## src/rtl/fzci_pkg.sv

```systemverilog
// fzci_pkg: shared widths, item types and controller/datapath bundles
// of the falling zero-crossing interval core
// no dependencies
package fzci_pkg;

    // fixed field widths
    localparam int SAMPLE_W = 16;
    localparam int RATE_W   = 16;
    localparam int EDGE_W   = 40;
    localparam int FREQ_W   = 20;
    localparam int MID_W    = 41;
    localparam int FREQ_Q   = 4;

    // default geometry of the position word
    localparam int INDEX_BITS_DEF = 24;
    localparam int FRAC_BITS_DEF  = 16;

    localparam logic [RATE_W-1:0] RATE_RESET = 16'd4000;
    localparam logic [FREQ_W-1:0] FREQ_MAX   = '1;

    // input item
    typedef struct packed {
        logic signed [SAMPLE_W-1:0] sample;
        logic                       last_sample;
    } t_in_item;

    // result item
    typedef struct packed {
        logic [EDGE_W-1:0] edge_position;
        logic              has_interval;
        logic [FREQ_W-1:0] interval_frequency;
        logic [MID_W-1:0]  mid_position;
    } t_out_item;

    // controller to datapath commands
    typedef struct packed {
        logic take_plain;
        logic take_cross;
        logic latch_pos;
        logic start_freq;
        logic emit;
    } t_dp_cmd;

    // datapath to controller status
    typedef struct packed {
        logic crossing;
        logic div_busy;
        logic div_done;
        logic edge_seen;
        logic out_free;
    } t_dp_sts;

endpackage

```

## src/rtl/fzci_ifs.sv

```systemverilog
// fzci channel interfaces: sample input, result output, rate write
// depends on fzci_pkg for the item types
interface fzci_in_if;
    import fzci_pkg::*;
    logic     valid;
    logic     ready;
    t_in_item data;
    modport source (output valid, output data, input ready);
    modport sink (input valid, input data, output ready);
endinterface

interface fzci_out_if;
    import fzci_pkg::*;
    logic      valid;
    logic      ready;
    t_out_item data;
    modport source (output valid, output data, input ready);
    modport sink (input valid, input data, output ready);
endinterface

interface fzci_cfg_if;
    import fzci_pkg::*;
    logic              valid;
    logic              ready;
    logic [RATE_W-1:0] data;
    modport source (output valid, output data, input ready);
    modport sink (input valid, input data, output ready);
endinterface

```

## src/rtl/fzci_div.sv

```systemverilog
// fzci_div: shared restoring divider, one quotient bit per cycle
// no package dependencies
module fzci_div #(
    parameter int DW = 40,
    parameter int NW = 36
) (
    input  logic                     i_clk,
    input  logic                     i_rst_n,
    input  logic                     i_start,
    input  logic [DW-1:0]            i_rem_init,
    input  logic [NW-1:0]            i_numer,
    input  logic [DW-1:0]            i_denom,
    input  logic [$clog2(NW+1)-1:0]  i_steps,
    output logic                     o_busy,
    output logic                     o_done,
    output logic [NW-1:0]            o_quot
);
    localparam int CW = $clog2(NW + 1);

    logic [CW-1:0] r_cnt;
    logic          r_done;
    logic [DW-1:0] r_rem;
    logic [DW-1:0] r_den;
    logic [NW-1:0] r_nq;

    logic [DW:0]   w_shift;
    logic [DW:0]   w_diff;
    logic          w_ge;
    logic [DW-1:0] n_rem;
    logic [NW-1:0] n_nq;

    // one restoring step: numerator bits shift out, quotient bits shift in
    always_comb begin
        w_shift = {r_rem, r_nq[NW-1]};
        w_diff  = w_shift - {1'b0, r_den};
        w_ge    = (w_shift >= {1'b0, r_den});
        n_rem   = w_ge ? w_diff[DW-1:0] : w_shift[DW-1:0];
        n_nq    = {r_nq[NW-2:0], w_ge};
    end

    // step counter and done pulse
    always_ff @(posedge i_clk) begin
        if (!i_rst_n) begin
            r_cnt  <= '0;
            r_done <= 1'b0;
        end else begin
            r_done <= (r_cnt == CW'(1));
            if (i_start) begin
                r_cnt <= i_steps;
            end else if (r_cnt != '0) begin
                r_cnt <= r_cnt - 1'b1;
            end
        end
    end

    // operand registers
    always_ff @(posedge i_clk) begin
        if (i_start) begin
            r_rem <= i_rem_init;
            r_den <= i_denom;
            r_nq  <= i_numer;
        end else if (r_cnt != '0) begin
            r_rem <= n_rem;
            r_nq  <= n_nq;
        end
    end

    assign o_busy = (r_cnt != '0);
    assign o_done = r_done;
    assign o_quot = r_nq;

`ifndef NO_ASSERTIONS
    a_start_idle : assert property (@(posedge i_clk) disable iff (!i_rst_n)
        i_start |-> (r_cnt == '0))
        else $error("divider started while busy");
    a_done_idle : assert property (@(posedge i_clk) disable iff (!i_rst_n)
        r_done |-> (r_cnt == '0))
        else $error("divider done with steps left");
    a_count_down : assert property (@(posedge i_clk) disable iff (!i_rst_n)
        (r_cnt != '0) |=> (r_cnt == $past(r_cnt) - 1'b1))
        else $error("divider step count skipped");
`endif

endmodule

```

## src/rtl/fzci_dp.sv

```systemverilog
// fzci_dp: crossing state, divider operands, position math and result register
// depends on fzci_pkg and fzci_div
module fzci_dp #(
    parameter int INDEX_BITS = fzci_pkg::INDEX_BITS_DEF,
    parameter int FRAC_BITS  = fzci_pkg::FRAC_BITS_DEF
) (
    input  logic                        i_clk,
    input  logic                        i_rst_n,
    input  fzci_pkg::t_in_item          i_in_item,
    input  logic                        i_cfg_valid,
    input  logic [fzci_pkg::RATE_W-1:0] i_cfg_rate,
    input  logic                        i_out_ready,
    output logic                        o_out_valid,
    output fzci_pkg::t_out_item         o_out_item,
    input  fzci_pkg::t_dp_cmd           i_cmd,
    output fzci_pkg::t_dp_sts           o_sts
);
    import fzci_pkg::*;

    localparam int POS_BITS = INDEX_BITS + FRAC_BITS;
    localparam int DW       = POS_BITS;
    localparam int NW       = RATE_W + FREQ_Q + FRAC_BITS;
    localparam int CW       = $clog2(NW + 1);

    // block state
    logic signed [SAMPLE_W-1:0] r_prev_sample;
    logic                       r_prev_valid;
    logic [INDEX_BITS-1:0]      r_index;
    logic [POS_BITS-1:0]        r_prev_edge;
    logic                       r_edge_seen;
    logic [RATE_W-1:0]          r_rate;

    // item in flight
    logic signed [SAMPLE_W-1:0] r_cur;
    logic                       r_last;
    logic [POS_BITS-1:0]        r_pos;

    // result register
    logic      r_out_valid;
    t_out_item r_out;
    t_out_item n_out;

    logic signed [SAMPLE_W-1:0] w_cur;
    logic [SAMPLE_W:0]          w_diff;
    logic [DW+SAMPLE_W-1:0]     w_p_wide;
    logic [DW+SAMPLE_W-1:0]     w_d_wide;
    logic [POS_BITS-1:0]        w_pos;
    logic [POS_BITS-1:0]        w_spacing;
    logic [POS_BITS:0]          w_mid_sum;
    logic [POS_BITS+EDGE_W-1:0] w_edge_wide;
    logic [POS_BITS+MID_W:0]    w_mid_wide;
    logic                       w_sat;
    logic [FREQ_W-1:0]          w_freq;

    logic          w_div_start;
    logic [DW-1:0] w_div_rem;
    logic [NW-1:0] w_div_numer;
    logic [DW-1:0] w_div_denom;
    logic [CW-1:0] w_div_steps;
    logic          w_div_busy;
    logic          w_div_done;
    logic [NW-1:0] w_div_quot;

    // operands for the fraction p / (p - c)
    assign w_cur    = i_in_item.sample;
    assign w_diff   = {r_prev_sample[SAMPLE_W-1], r_prev_sample} - {w_cur[SAMPLE_W-1], w_cur};
    assign w_p_wide = {{DW{1'b0}}, r_prev_sample};
    assign w_d_wide = {{DW{1'b0}}, w_diff[SAMPLE_W-1:0]};

    // position is the index with the fraction below it, spacing to the last crossing
    assign w_pos     = {r_index, w_div_quot[FRAC_BITS-1:0]};
    assign w_spacing = w_pos - r_prev_edge;

    // divider operand select: fraction on a crossing, frequency afterwards
    always_comb begin
        w_div_start = i_cmd.take_cross | i_cmd.start_freq;
        if (i_cmd.take_cross) begin
            w_div_rem   = w_p_wide[DW-1:0];
            w_div_numer = '0;
            w_div_denom = w_d_wide[DW-1:0];
            w_div_steps = CW'(FRAC_BITS);
        end else begin
            w_div_rem   = '0;
            w_div_numer = {r_rate, {(FREQ_Q + FRAC_BITS){1'b0}}};
            w_div_denom = w_spacing;
            w_div_steps = CW'(NW);
        end
    end

    fzci_div #(
        .DW (DW),
        .NW (NW)
    ) u_div (
        .i_clk      (i_clk),
        .i_rst_n    (i_rst_n),
        .i_start    (w_div_start),
        .i_rem_init (w_div_rem),
        .i_numer    (w_div_numer),
        .i_denom    (w_div_denom),
        .i_steps    (w_div_steps),
        .o_busy     (w_div_busy),
        .o_done     (w_div_done),
        .o_quot     (w_div_quot)
    );

    // result fields
    always_comb begin
        w_sat       = |w_div_quot[NW-1:FREQ_W];
        w_freq      = w_sat ? FREQ_MAX : w_div_quot[FREQ_W-1:0];
        w_mid_sum   = {1'b0, r_pos} + {1'b0, r_prev_edge};
        w_edge_wide = {{EDGE_W{1'b0}}, r_pos};
        w_mid_wide  = {{MID_W{1'b0}}, w_mid_sum};
        n_out.edge_position      = w_edge_wide[EDGE_W-1:0];
        n_out.has_interval       = r_edge_seen;
        n_out.interval_frequency = r_edge_seen ? w_freq : '0;
        n_out.mid_position       = r_edge_seen ? w_mid_wide[MID_W-1:0] : '0;
    end

    // control state of the block and the rate register
    always_ff @(posedge i_clk) begin
        if (!i_rst_n) begin
            r_prev_valid <= 1'b0;
            r_index      <= '0;
            r_edge_seen  <= 1'b0;
            r_rate       <= RATE_RESET;
            r_out_valid  <= 1'b0;
        end else begin
            if (i_cfg_valid) begin
                r_rate <= i_cfg_rate;
            end
            if (i_cmd.take_plain) begin
                r_prev_valid <= ~i_in_item.last_sample;
                r_index      <= i_in_item.last_sample ? '0 : r_index + 1'b1;
                if (i_in_item.last_sample) begin
                    r_edge_seen <= 1'b0;
                end
            end else if (i_cmd.emit) begin
                r_prev_valid <= ~r_last;
                r_index      <= r_last ? '0 : r_index + 1'b1;
                r_edge_seen  <= ~r_last;
            end
            if (i_cmd.emit) begin
                r_out_valid <= 1'b1;
            end else if (i_out_ready) begin
                r_out_valid <= 1'b0;
            end
        end
    end

    // payload registers
    always_ff @(posedge i_clk) begin
        if (i_cmd.take_plain) begin
            r_prev_sample <= w_cur;
        end else if (i_cmd.emit) begin
            r_prev_sample <= r_cur;
            r_prev_edge   <= r_pos;
        end
        if (i_cmd.take_cross) begin
            r_cur  <= w_cur;
            r_last <= i_in_item.last_sample;
        end
        if (i_cmd.latch_pos) begin
            r_pos <= w_pos;
        end
        if (i_cmd.emit) begin
            r_out <= n_out;
        end
    end

    // status to the controller
    always_comb begin
        o_sts.crossing  = r_prev_valid && (r_prev_sample > 0) && (w_cur < 0);
        o_sts.div_busy  = w_div_busy;
        o_sts.div_done  = w_div_done;
        o_sts.edge_seen = r_edge_seen;
        o_sts.out_free  = ~r_out_valid | i_out_ready;
    end

    assign o_out_valid = r_out_valid;
    assign o_out_item  = r_out;

`ifndef NO_ASSERTIONS
    a_edge_needs_prev : assert property (@(posedge i_clk) disable iff (!i_rst_n)
        r_edge_seen |-> r_prev_valid)
        else $error("crossing recorded without a previous sample");
    a_frac_below_one : assert property (@(posedge i_clk) disable iff (!i_rst_n)
        i_cmd.latch_pos |-> (w_div_quot[NW-1:FRAC_BITS] == '0))
        else $error("interpolation fraction not below one");
    a_no_interval_zero : assert property (@(posedge i_clk) disable iff (!i_rst_n)
        (r_out_valid && !r_out.has_interval) |->
        (r_out.interval_frequency == '0 && r_out.mid_position == '0))
        else $error("interval fields set on a first crossing");
`endif

endmodule

```

## src/rtl/fzci_ctrl.sv

```systemverilog
// fzci_ctrl: sequencer for fraction division, frequency division and result load
// depends on fzci_pkg
module fzci_ctrl (
    input  logic              i_clk,
    input  logic              i_rst_n,
    input  logic              i_in_valid,
    output logic              o_in_ready,
    input  fzci_pkg::t_dp_sts i_sts,
    output fzci_pkg::t_dp_cmd o_cmd
);
    import fzci_pkg::*;

    typedef enum logic [1:0] {
        S_IDLE,
        S_FRAC,
        S_FREQ,
        S_EMIT
    } t_state;

    t_state r_state;
    t_state n_state;

    // next state and commands
    always_comb begin
        n_state = r_state;
        o_cmd   = '0;
        unique case (r_state)
            S_IDLE: begin
                if (i_in_valid) begin
                    if (i_sts.crossing) begin
                        o_cmd.take_cross = 1'b1;
                        n_state          = S_FRAC;
                    end else begin
                        o_cmd.take_plain = 1'b1;
                    end
                end
            end
            S_FRAC: begin
                if (i_sts.div_done) begin
                    o_cmd.latch_pos = 1'b1;
                    if (i_sts.edge_seen) begin
                        o_cmd.start_freq = 1'b1;
                        n_state          = S_FREQ;
                    end else begin
                        n_state = S_EMIT;
                    end
                end
            end
            S_FREQ: begin
                if (i_sts.div_done) begin
                    n_state = S_EMIT;
                end
            end
            S_EMIT: begin
                if (i_sts.out_free) begin
                    o_cmd.emit = 1'b1;
                    n_state    = S_IDLE;
                end
            end
            default: begin
                n_state = S_IDLE;
            end
        endcase
    end

    // state register
    always_ff @(posedge i_clk) begin
        if (!i_rst_n) begin
            r_state <= S_IDLE;
        end else begin
            r_state <= n_state;
        end
    end

    assign o_in_ready = (r_state == S_IDLE);

`ifndef NO_ASSERTIONS
    a_done_when_waiting : assert property (@(posedge i_clk) disable iff (!i_rst_n)
        (r_state == S_IDLE || r_state == S_EMIT) |-> !i_sts.div_done)
        else $error("divider finished with no division pending");
    a_div_running : assert property (@(posedge i_clk) disable iff (!i_rst_n)
        (r_state == S_FRAC || r_state == S_FREQ) |-> (i_sts.div_busy || i_sts.div_done))
        else $error("waiting on an idle divider");
    a_freq_has_prev : assert property (@(posedge i_clk) disable iff (!i_rst_n)
        (r_state == S_FREQ) |-> i_sts.edge_seen)
        else $error("frequency division without a previous crossing");
`endif

endmodule

```

## src/rtl/falling_zero_crossing_interval_core.sv

```systemverilog
// Sequence: a sample without a crossing is taken straight from idle; a crossing runs
// fraction division, then frequency division once a previous crossing exists, then
// the result load; both divisions run one after the other on the shared serial divider.
// Throughput: one sample per cycle between crossings; a crossing occupies the core
// until its result is loaded, which waits for the output register to be free.
// Reset (synchronous, active low) clears block state and sets sample_rate to 4000.
module falling_zero_crossing_interval_core #(
    parameter int INDEX_BITS = fzci_pkg::INDEX_BITS_DEF,
    parameter int FRAC_BITS  = fzci_pkg::FRAC_BITS_DEF
) (
    input  logic              i_clk,
    input  logic              i_rst_n,
    fzci_in_if.sink           i_in_ch,
    fzci_out_if.source        o_out_ch,
    fzci_cfg_if.sink          i_cfg_ch
);
    import fzci_pkg::*;

    t_dp_cmd   w_cmd;
    t_dp_sts   w_sts;
    logic      w_in_ready;
    logic      w_out_valid;
    t_out_item w_out_item;

    fzci_ctrl u_ctrl (
        .i_clk      (i_clk),
        .i_rst_n    (i_rst_n),
        .i_in_valid (i_in_ch.valid),
        .o_in_ready (w_in_ready),
        .i_sts      (w_sts),
        .o_cmd      (w_cmd)
    );

    fzci_dp #(
        .INDEX_BITS (INDEX_BITS),
        .FRAC_BITS  (FRAC_BITS)
    ) u_dp (
        .i_clk       (i_clk),
        .i_rst_n     (i_rst_n),
        .i_in_item   (i_in_ch.data),
        .i_cfg_valid (i_cfg_ch.valid),
        .i_cfg_rate  (i_cfg_ch.data),
        .i_out_ready (o_out_ch.ready),
        .o_out_valid (w_out_valid),
        .o_out_item  (w_out_item),
        .i_cmd       (w_cmd),
        .o_sts       (w_sts)
    );

    // channel hookup; rate writes always transfer
    assign i_in_ch.ready  = w_in_ready;
    assign i_cfg_ch.ready = 1'b1;
    assign o_out_ch.valid = w_out_valid;
    assign o_out_ch.data  = w_out_item;

endmodule
```

## src/flat_wrapper.sv

```systemverilog
// flat-port wrapper written by rule: the top's interface ports become plain ports
module falling_zero_crossing_interval_core_flat import fzci_pkg::*;
#(
    parameter int INDEX_BITS = fzci_pkg::INDEX_BITS_DEF,
    parameter int FRAC_BITS  = fzci_pkg::FRAC_BITS_DEF
)
  (i_clk, i_rst_n, i_in_ch_valid, i_in_ch_data, i_in_ch_ready, o_out_ch_valid, o_out_ch_data, o_out_ch_ready, i_cfg_ch_valid, i_cfg_ch_data, i_cfg_ch_ready);
  fzci_in_if i_in_ch_i ();
  fzci_out_if o_out_ch_i ();
  fzci_cfg_if i_cfg_ch_i ();
  input  logic i_clk;
  input  logic i_rst_n;
  input wire logic [$bits(i_in_ch_i.valid)-1:0] i_in_ch_valid;
  input wire logic [$bits(i_in_ch_i.data)-1:0] i_in_ch_data;
  output wire logic [$bits(i_in_ch_i.ready)-1:0] i_in_ch_ready;
  output wire logic [$bits(o_out_ch_i.valid)-1:0] o_out_ch_valid;
  output wire logic [$bits(o_out_ch_i.data)-1:0] o_out_ch_data;
  input wire logic [$bits(o_out_ch_i.ready)-1:0] o_out_ch_ready;
  input wire logic [$bits(i_cfg_ch_i.valid)-1:0] i_cfg_ch_valid;
  input wire logic [$bits(i_cfg_ch_i.data)-1:0] i_cfg_ch_data;
  output wire logic [$bits(i_cfg_ch_i.ready)-1:0] i_cfg_ch_ready;
  assign i_in_ch_i.valid = i_in_ch_valid;
  assign i_in_ch_i.data = i_in_ch_data;
  assign i_in_ch_ready = i_in_ch_i.ready;
  assign o_out_ch_valid = o_out_ch_i.valid;
  assign o_out_ch_data = o_out_ch_i.data;
  assign o_out_ch_i.ready = o_out_ch_ready;
  assign i_cfg_ch_i.valid = i_cfg_ch_valid;
  assign i_cfg_ch_i.data = i_cfg_ch_data;
  assign i_cfg_ch_ready = i_cfg_ch_i.ready;
  falling_zero_crossing_interval_core #(.INDEX_BITS(INDEX_BITS), .FRAC_BITS(FRAC_BITS)) u_core (.i_clk(i_clk), .i_rst_n(i_rst_n), .i_in_ch(i_in_ch_i), .o_out_ch(o_out_ch_i), .i_cfg_ch(i_cfg_ch_i));
endmodule
```

## config.mk

```make
export PLATFORM = sky130hd
export DESIGN_NAME = falling_zero_crossing_interval_core_flat
export DESIGN_NICKNAME = d
export VERILOG_FILES = /design/src/rtl/fzci_pkg.sv /design/src/rtl/fzci_ifs.sv /design/src/rtl/fzci_div.sv /design/src/rtl/fzci_dp.sv /design/src/rtl/fzci_ctrl.sv /design/src/rtl/falling_zero_crossing_interval_core.sv /design/src/flat_wrapper.sv
export SDC_FILE = /design/constraint.sdc
export NUM_CORES = 1
export LEC_CHECK = 0
export ABC_CLOCK_PERIOD_IN_PS = 5400
export BUFFER_PORTS_ARGS = -buffer_cell sky130_fd_sc_hd__buf_4
export CAP_MARGIN = 20
export CELL_PAD_IN_SITES_DETAIL_PLACEMENT = 0
export CELL_PAD_IN_SITES_GLOBAL_PLACEMENT = 2
export CORE_MARGIN = 10
export CORE_UTILIZATION = 41
export DETAILED_ROUTE_END_ITERATION = 12
export PLACE_DENSITY = 0.78
export SLEW_MARGIN = 25
export SYNTH_ARGS = -nofsm -noshare
export SYNTH_HDL_FRONTEND = slang
export SYNTH_SLANG_ARGS = --single-unit
```

## constraint.sdc

```tcl
create_clock -name i_clk -period 5.4 [get_ports i_clk]
set_input_delay 1.08 -clock i_clk [delete_from_list [all_inputs] [get_ports i_clk]]
set_output_delay 1.08 -clock i_clk [all_outputs]
set_load 0.005 [all_outputs]
```

======== Word-level counts from Yosys, hierarchy flattened ========
Cells that the tools add are included.
word-level totals
  word-level logic and storage cells ...... 97
  output and inout port bits .............. 105
  input port bits ......................... 38
  bits in registers ....................... 383
operators by class
  bitwise logic cells ..................... 6
  multiplexer cells ....................... 40
  add/subtract/negate cells ............... 6
  equal/unequal tests ..................... 10
  reduce and logical (&&, ||, !) cells .... 11
  magnitude comparators ................... 3
operator list
  kind                   count
  $mux 40                3
  $mux 36                3
  $mux 24                4
  $sub 40x40->40         2
  $mux 16                4
  $add 40x40->41         1
  $ge 41x40->1           1
  $add 24x1->24 const B  1
  $mux 20                1
  $mux 2                 9
  $mux 6                 3
  $gt 16x1->1 const B    1
  $lt 16x1->1 const B    1
  $reduce_or 16->1       1
  $sub 16x16->16         1
  $mux 1                 12
  $ne 2x2->1 const B     5
  $pmux 2 s4             1
  $eq 6x1->1 const B     1
  $reduce_bool 2->1      3
  $reduce_bool 6->1      1
  $sub 6x1->6 const B    1
  $reduce_and 5->1       1
  $eq 2x2->1 const B     2
  other kinds (7)        13

======== Longest topological paths before layout ========
  depth after elaboration ................. 8
  depth in mapped cells ................... 15
  gate-level depth less buffers ........... 12

======== By module ========
Synthesis repeated with hierarchy kept, for this count alone.
second synthesis, totals
  cell total of the unflattened synthesis .. 2,144
  area total of the unflattened synthesis .. 22,382.7 um2
by module, submodules not included
  module                               area an instance (um2)  instances  sequential area each (um2)  cells an instance
  fzci_dp                              14,561.5                1          7,317.0                     1,415
  fzci_div                             7,579.8                 1          3,623.5                     701
  fzci_ctrl                            230.2                   1          40.0                        26
  falling_zero_crossing_interval_core  11.3                    1          0.0                         2

======== Worst setup path before layout ========
Ideal clock, no wire load.
  path type ............................... input port to flip-flop
  from .................................... in o_out_ch_ready
  to ...................................... reg u_core.u_dp.r_index[3]
  required time ........................... 5.284 ns
  path buffers ............................ 1
  stages on the path ...................... 9
  setup time .............................. 0.116 ns
  arrival time ............................ 4.733 ns
  setup slack ............................. 0.551 ns
  path through ............................ nand2b_1 > nand2_1 > inv_1 > nor2_1 > inv_1 > clkbuf_1 > o21ai_0 > a21oi_1 > nor2b_1
RTL lines
  what                  RTL line            text
  start, declared       flat_wrapper.sv:18  input wire logic [$bits(o_out_ch_i.ready)-1:0] o_out_ch_ready;
  end signal, assigned  fzci_dp.sv:133      r_index <= i_in_item.last_sample ? '0 : r_index + 1'b1;
  end signal, assigned  fzci_dp.sv:139      r_index <= r_last ? '0 : r_index + 1'b1;
  end, declared         fzci_dp.sv:28       logic [INDEX_BITS-1:0] r_index;

======== Worst setup path in the final report ========
  from .................................... reg u_core.u_dp.r_prev_sample[1]
  to ...................................... reg u_core.u_dp.u_div.r_rem[21], data pin
between the ends
  cells in the longest elaborated chain, start to end .. 8
RTL lines
  what                            RTL line         text
  start, declared                 fzci_dp.sv:26    logic signed [SAMPLE_W-1:0] r_prev_sample;
  start signal, assigned          fzci_dp.sv:153   r_prev_sample <= w_cur;
  start signal, assigned          fzci_dp.sv:155   r_prev_sample <= r_cur;
  $gt 16x1->1                     fzci_dp.sv:172   o_sts.crossing = r_prev_valid && (r_prev_sample > 0) && (w_cur < 0);
  $logic_and 1x1->1 (2 in a row)  fzci_dp.sv:172
  $mux 1                          fzci_ctrl.sv:30  if (i_sts.crossing) begin
  $mux 2                          fzci_ctrl.sv:29  if (i_in_valid) begin
  $mux 2                          fzci_ctrl.sv:27  unique case (r_state)
  $or 1x1->1                      fzci_dp.sv:76    w_div_start = i_cmd.take_cross | i_cmd.start_freq;
  $mux 40                         fzci_div.sv:58   if (i_start) begin
  end signal, assigned            fzci_div.sv:59   r_rem <= i_rem_init;
  end signal, assigned            fzci_div.sv:63   r_rem <= n_rem;
  end, declared                   fzci_div.sv:22   logic [DW-1:0] r_rem;
Every way passes these cells.
A chain may end at the register's enable or synchronous reset.

==> metrics.md <==
| Metric | Value |
|---|---|
| Status | finished clean |
| Pwr per Cell Area | between 400 and 500 nW/um^2 |
| Net switching power | 3.94 mW |
| Reg2reg setup slack | approximately 1100 ps |
| Final TNS setup | 0 ps |
| Gr usage total | 17.7% |
| Syn avg cell area | 10.5 sq um |
| Commonest non-fill, non-tap cells in the layout | 331 x edfxtp_1, 203 x nor2_1, 159 x nand2_1 |
| TritonCTS clock tree | done |
| Hold path depth | 2 |
| Critical Path Slowest Stage Cell | nor2_1 |
| Most common cell after layout, fill and taps aside | edfxtp_1 |
| WS Path Type | reg2reg |
| # IOs | 143 |
| Total wire length | about 57000 microns |
| CTS resizes | 0 |
| Final Wtd Congestion | 0.857 |
| Clock Pin Slew Worst Setup and Hold Paths | approximately 60 ps |
| Measured slew at the worst slew-check pin | about 1000 ps |
| Pleak | 10.1 nW |
| Worst VDD drop | 0.000385 V |
| Hold Startpoint | u_core.u_dp.r_rate[10] |
| Sw Share | 34.8% |
| Dpl hpwl | 42400 microns |
| Seq pwr share | 38.2% |
| First-pass GRT wire length | 89200 microns |
| Final hold viol count | 0 |
| Cell count after synthesis | 2062 |
| Crit path top cell by count | inv_2 |
| Critical path's top delay family | simple AND/OR/NAND/NOR gates |
| Die Y | 249 microns |
| CTS root buf | clkbuf_16 |
| Share of power burned in combinational logic | 34.2% |
| Post-Synth Simple-Gate Area | 14.0% |
| Crit-path cells | nor4_1 -> nand4_1 -> and2_1 -> nand3_2 -> inv_2 -> nor2_1 -> inv_2 -> buf_4 -> a211oi_1 |
| Proportion of synthesized area in mux cells | 3.30% |
| Largest family of logic cells by synthesized area | compound AO/OA/AOI/OAI gates |
| ANT cells | 0 |
| Routed wire per std cell | 19.6 microns |
| CP max FO | 46 |
| Slew Limit Headroom | 32.2% |
| Number of global-route vias before repair | roughly 15000 |
| Initial DRC count | 967 |
| Fin crit share | around four fifths |
| FF-to-FF End | u_core.u_dp.u_div.r_rem[21] |
| Critical Path AT | about 4600 ps |
| Post-synth EDFFs | 331 |
| Clock power frac | 27.6% |
| Die W | 249 microns |
| Final Max Slew Viols | 0 |
| Final setup viols | 0 |
| Main synth FF type | edfxtp_1 |
| Compound-Gate Fraction of Synth Area | 14.6% |
| Clock Path Buffers | 3 |
| Core ar. | ~52000 sq um |
| Post-CTS setup buffer count | 0 |
| DRC violations left | 0 |
| CP peak stage delay | 770 ps |
| Min Tclk post-route | 4250 ps |
| Max H-tree Level | 2 |
| RSZ-0062 raised after global routing | false |
| #FFs+latches synth | 383 |
| Via count | 15669 |
| Area after DPL | 23400 sq um |
| Internal power | between 7 and 8 mW |
| Clk sinks | 383 |
| TritonRoute pass-1 iters | 5 |
| Synth warnings | 0 |
| R2R cell count | 9 |
| Hold Path Sink | u_core.u_dp.r_rate[10] |
| Startpoint class of the critical path | flip-flop |
| Yosys cell types | 78 |
| # nets final | around 2400 |
| Worst Hold Class | reg2reg |
| Mapped Area | 21600 sq um |
| Critical path endpoint category | flip-flop |
| Total gr overflow | 0 |
| Post-CTS Hold Buffers | 0 |
| Post-Syn Nets | ~2200 |
| Initial Util | 41.2% |
| Largest net degree at the start of global routing | 77 |
| Post-route cell area | approximately 25000 sq um |
| Clock latency on the worst-skew pair | 590 ps |
| Worst Skew | 23.2 ps |
| Max Freq | ~240 MHz |
| Cell Rows | 84 |
| Total power | 11.3 mW |
| Max_cap viols | 0 |
| Area grow syn2layout | 15.3% |
| Synth Area in XOR/XNOR | 4.63% |
| Number of port buffers | 141 |
| Seq/Total Area, Yosys | 50.9% |
| DR vias/cell | 5.37 |
| Antenna Nets Post-Route | 0 |
| Initial antenna violation count | 1 |
| Worst Path Required | around 5800 ps |
| CP bufs+invs | 3 |
| FF-to-FF Start | u_core.u_dp.r_prev_sample[1] |
| Layout cell share with drive strength beyond 1 | 12.2% |
| Post-Synth Adder-Cell Area | 8.54% |
| CTS buffer count | 45 |
| Async set or reset register ratio after synthesis | 0% |
| Die area | 62200 sq um |
layer usage:
layer  wire length [microns]  track usage, %
met5                       0               0
met4                     937            3.95
met3                    2150            2.90
met2                   27700            30.1
met1                   26300            23.3
final cells by class:
cell class / instances / area (sq um)
tap: 688 / 861
timing repair buffer: 155 / 1180
multi-input combinational: 1458 / 9790
fill: 4910 / 27500
inverter: 150 / 566
clock inverter: 24 / 288
sequential: 383 / 11000
clock buffer: 58 / 1220
metrics by stage:
stage                     util (%)  hold slack, ps  setup WS (ps)  cells
after floorplan                  -             425            551   2062
final                         47.5             476           1150   2916
after detailed placement      44.7             469           1170   2834
after global routing          47.5             500            863   2916
after global placement        44.6             458           1290   2833
after CTS                     47.5             483           1130   2916
cell families after synthesis:
family | after synthesis
buffers and inverters | 221
adder cells (fa/ha/maj) | 145
AO/OA/AOI/OAI | 489
XOR/XNOR | 114
AND/OR/NAND/NOR | 640
multiplexers | 69
other | 1
flip-flops | 383
synth_stat cells (4+ instances only):
cell	instances	area share, %
a31oi_1	13	0.38
nor2b_1	28	0.81
o41ai_1	4	0.16
a41oi_1	5	0.20
nand2_1	160	2.8
a21boi_0	6	0.21
a22o_1	6	0.24
nand2b_1	16	0.46
fa_1	4	0.37
o31a_1	5	0.20
nor2_1	204	3.5
o2111ai_1	7	0.28
dfxtp_1	52	4.8
a211oi_1	24	0.83
a21o_1	73	2.5
nand4_1	25	0.72
and2_1	19	0.55
o221ai_1	5	0.20
a21oi_1	155	3.6
o21ai_0	86	2.0
o21bai_1	25	0.87
or2_2	5	0.14
clkbuf_1	61	1.1
mux2i_1	51	2.4
nor4_1	15	0.43
and3_1	35	1.0
xnor2_1	62	2.5
mux2_2	18	0.94
xor2_1	52	2.1
o211ai_1	6	0.21
nor3_1	33	0.77
o21a_1	23	0.80
o31ai_1	10	0.35
edfxtp_1	331	46
nor3b_1	5	0.17
or3_1	17	0.49
buf_1	4	0.070
nand3_1	59	1.4
inv_1	148	2.6
ha_1	141	8.2
power groups by stage:
stage | Clock, mW | Sequential (mW) | Combinational [mW]
2_1_floorplan | 0 | 4.24 | 2.91
3_3_place_gp | 0 | 4.38 | 3.81
3_5_place_dp | 0 | 4.37 | 3.88
4_1_cts | 3.19 | 4.32 | 3.89
5_1_grt | 3.31 | 4.36 | 4.31
6_report | 3.11 | 4.32 | 3.87
worst max path at each step:
stage,end,from,cells after the start
after floorplan,u_core.u_dp.r_index[3],o_out_ch_ready,9
after global placement,u_core.u_dp.u_div.r_rem[21],u_core.u_dp.r_prev_sample[1],9
after detailed placement,u_core.u_dp.u_div.r_rem[35],u_core.u_dp.r_prev_sample[1],9
after CTS,u_core.u_dp.u_div.r_rem[21],u_core.u_dp.r_prev_sample[1],9
after global routing,u_core.u_dp.u_div.r_rem[21],u_core.u_dp.r_prev_sample[1],9
final,u_core.u_dp.u_div.r_rem[21],u_core.u_dp.r_prev_sample[1],9
worst register-to-register path, delay by kind of cell, from the launching register on:
family	cells	cell delay [ps]
and+or+nand+nor	5	2110
buffers and inverters	3	1130
DFF	1	510
AOI/OAI and AO/OA	1	310
registers in the layout (all words and copies together), names as in the netlist, 16 cells and up:
signal,count
u_core.u_dp.r_rate,16
u_core.u_dp.r_prev_edge,40
u_core.u_dp.u_div.r_den,40
u_core.u_dp.o_out_item,102
u_core.u_dp.r_pos,40
u_core.u_dp.u_div.o_quot,36
u_core.u_dp.r_index,24
u_core.u_dp.u_div.r_rem,40
u_core.u_dp.r_cur,16
u_core.u_dp.r_prev_sample,16
No activity file was read; power rests on OpenSTA's default activity.
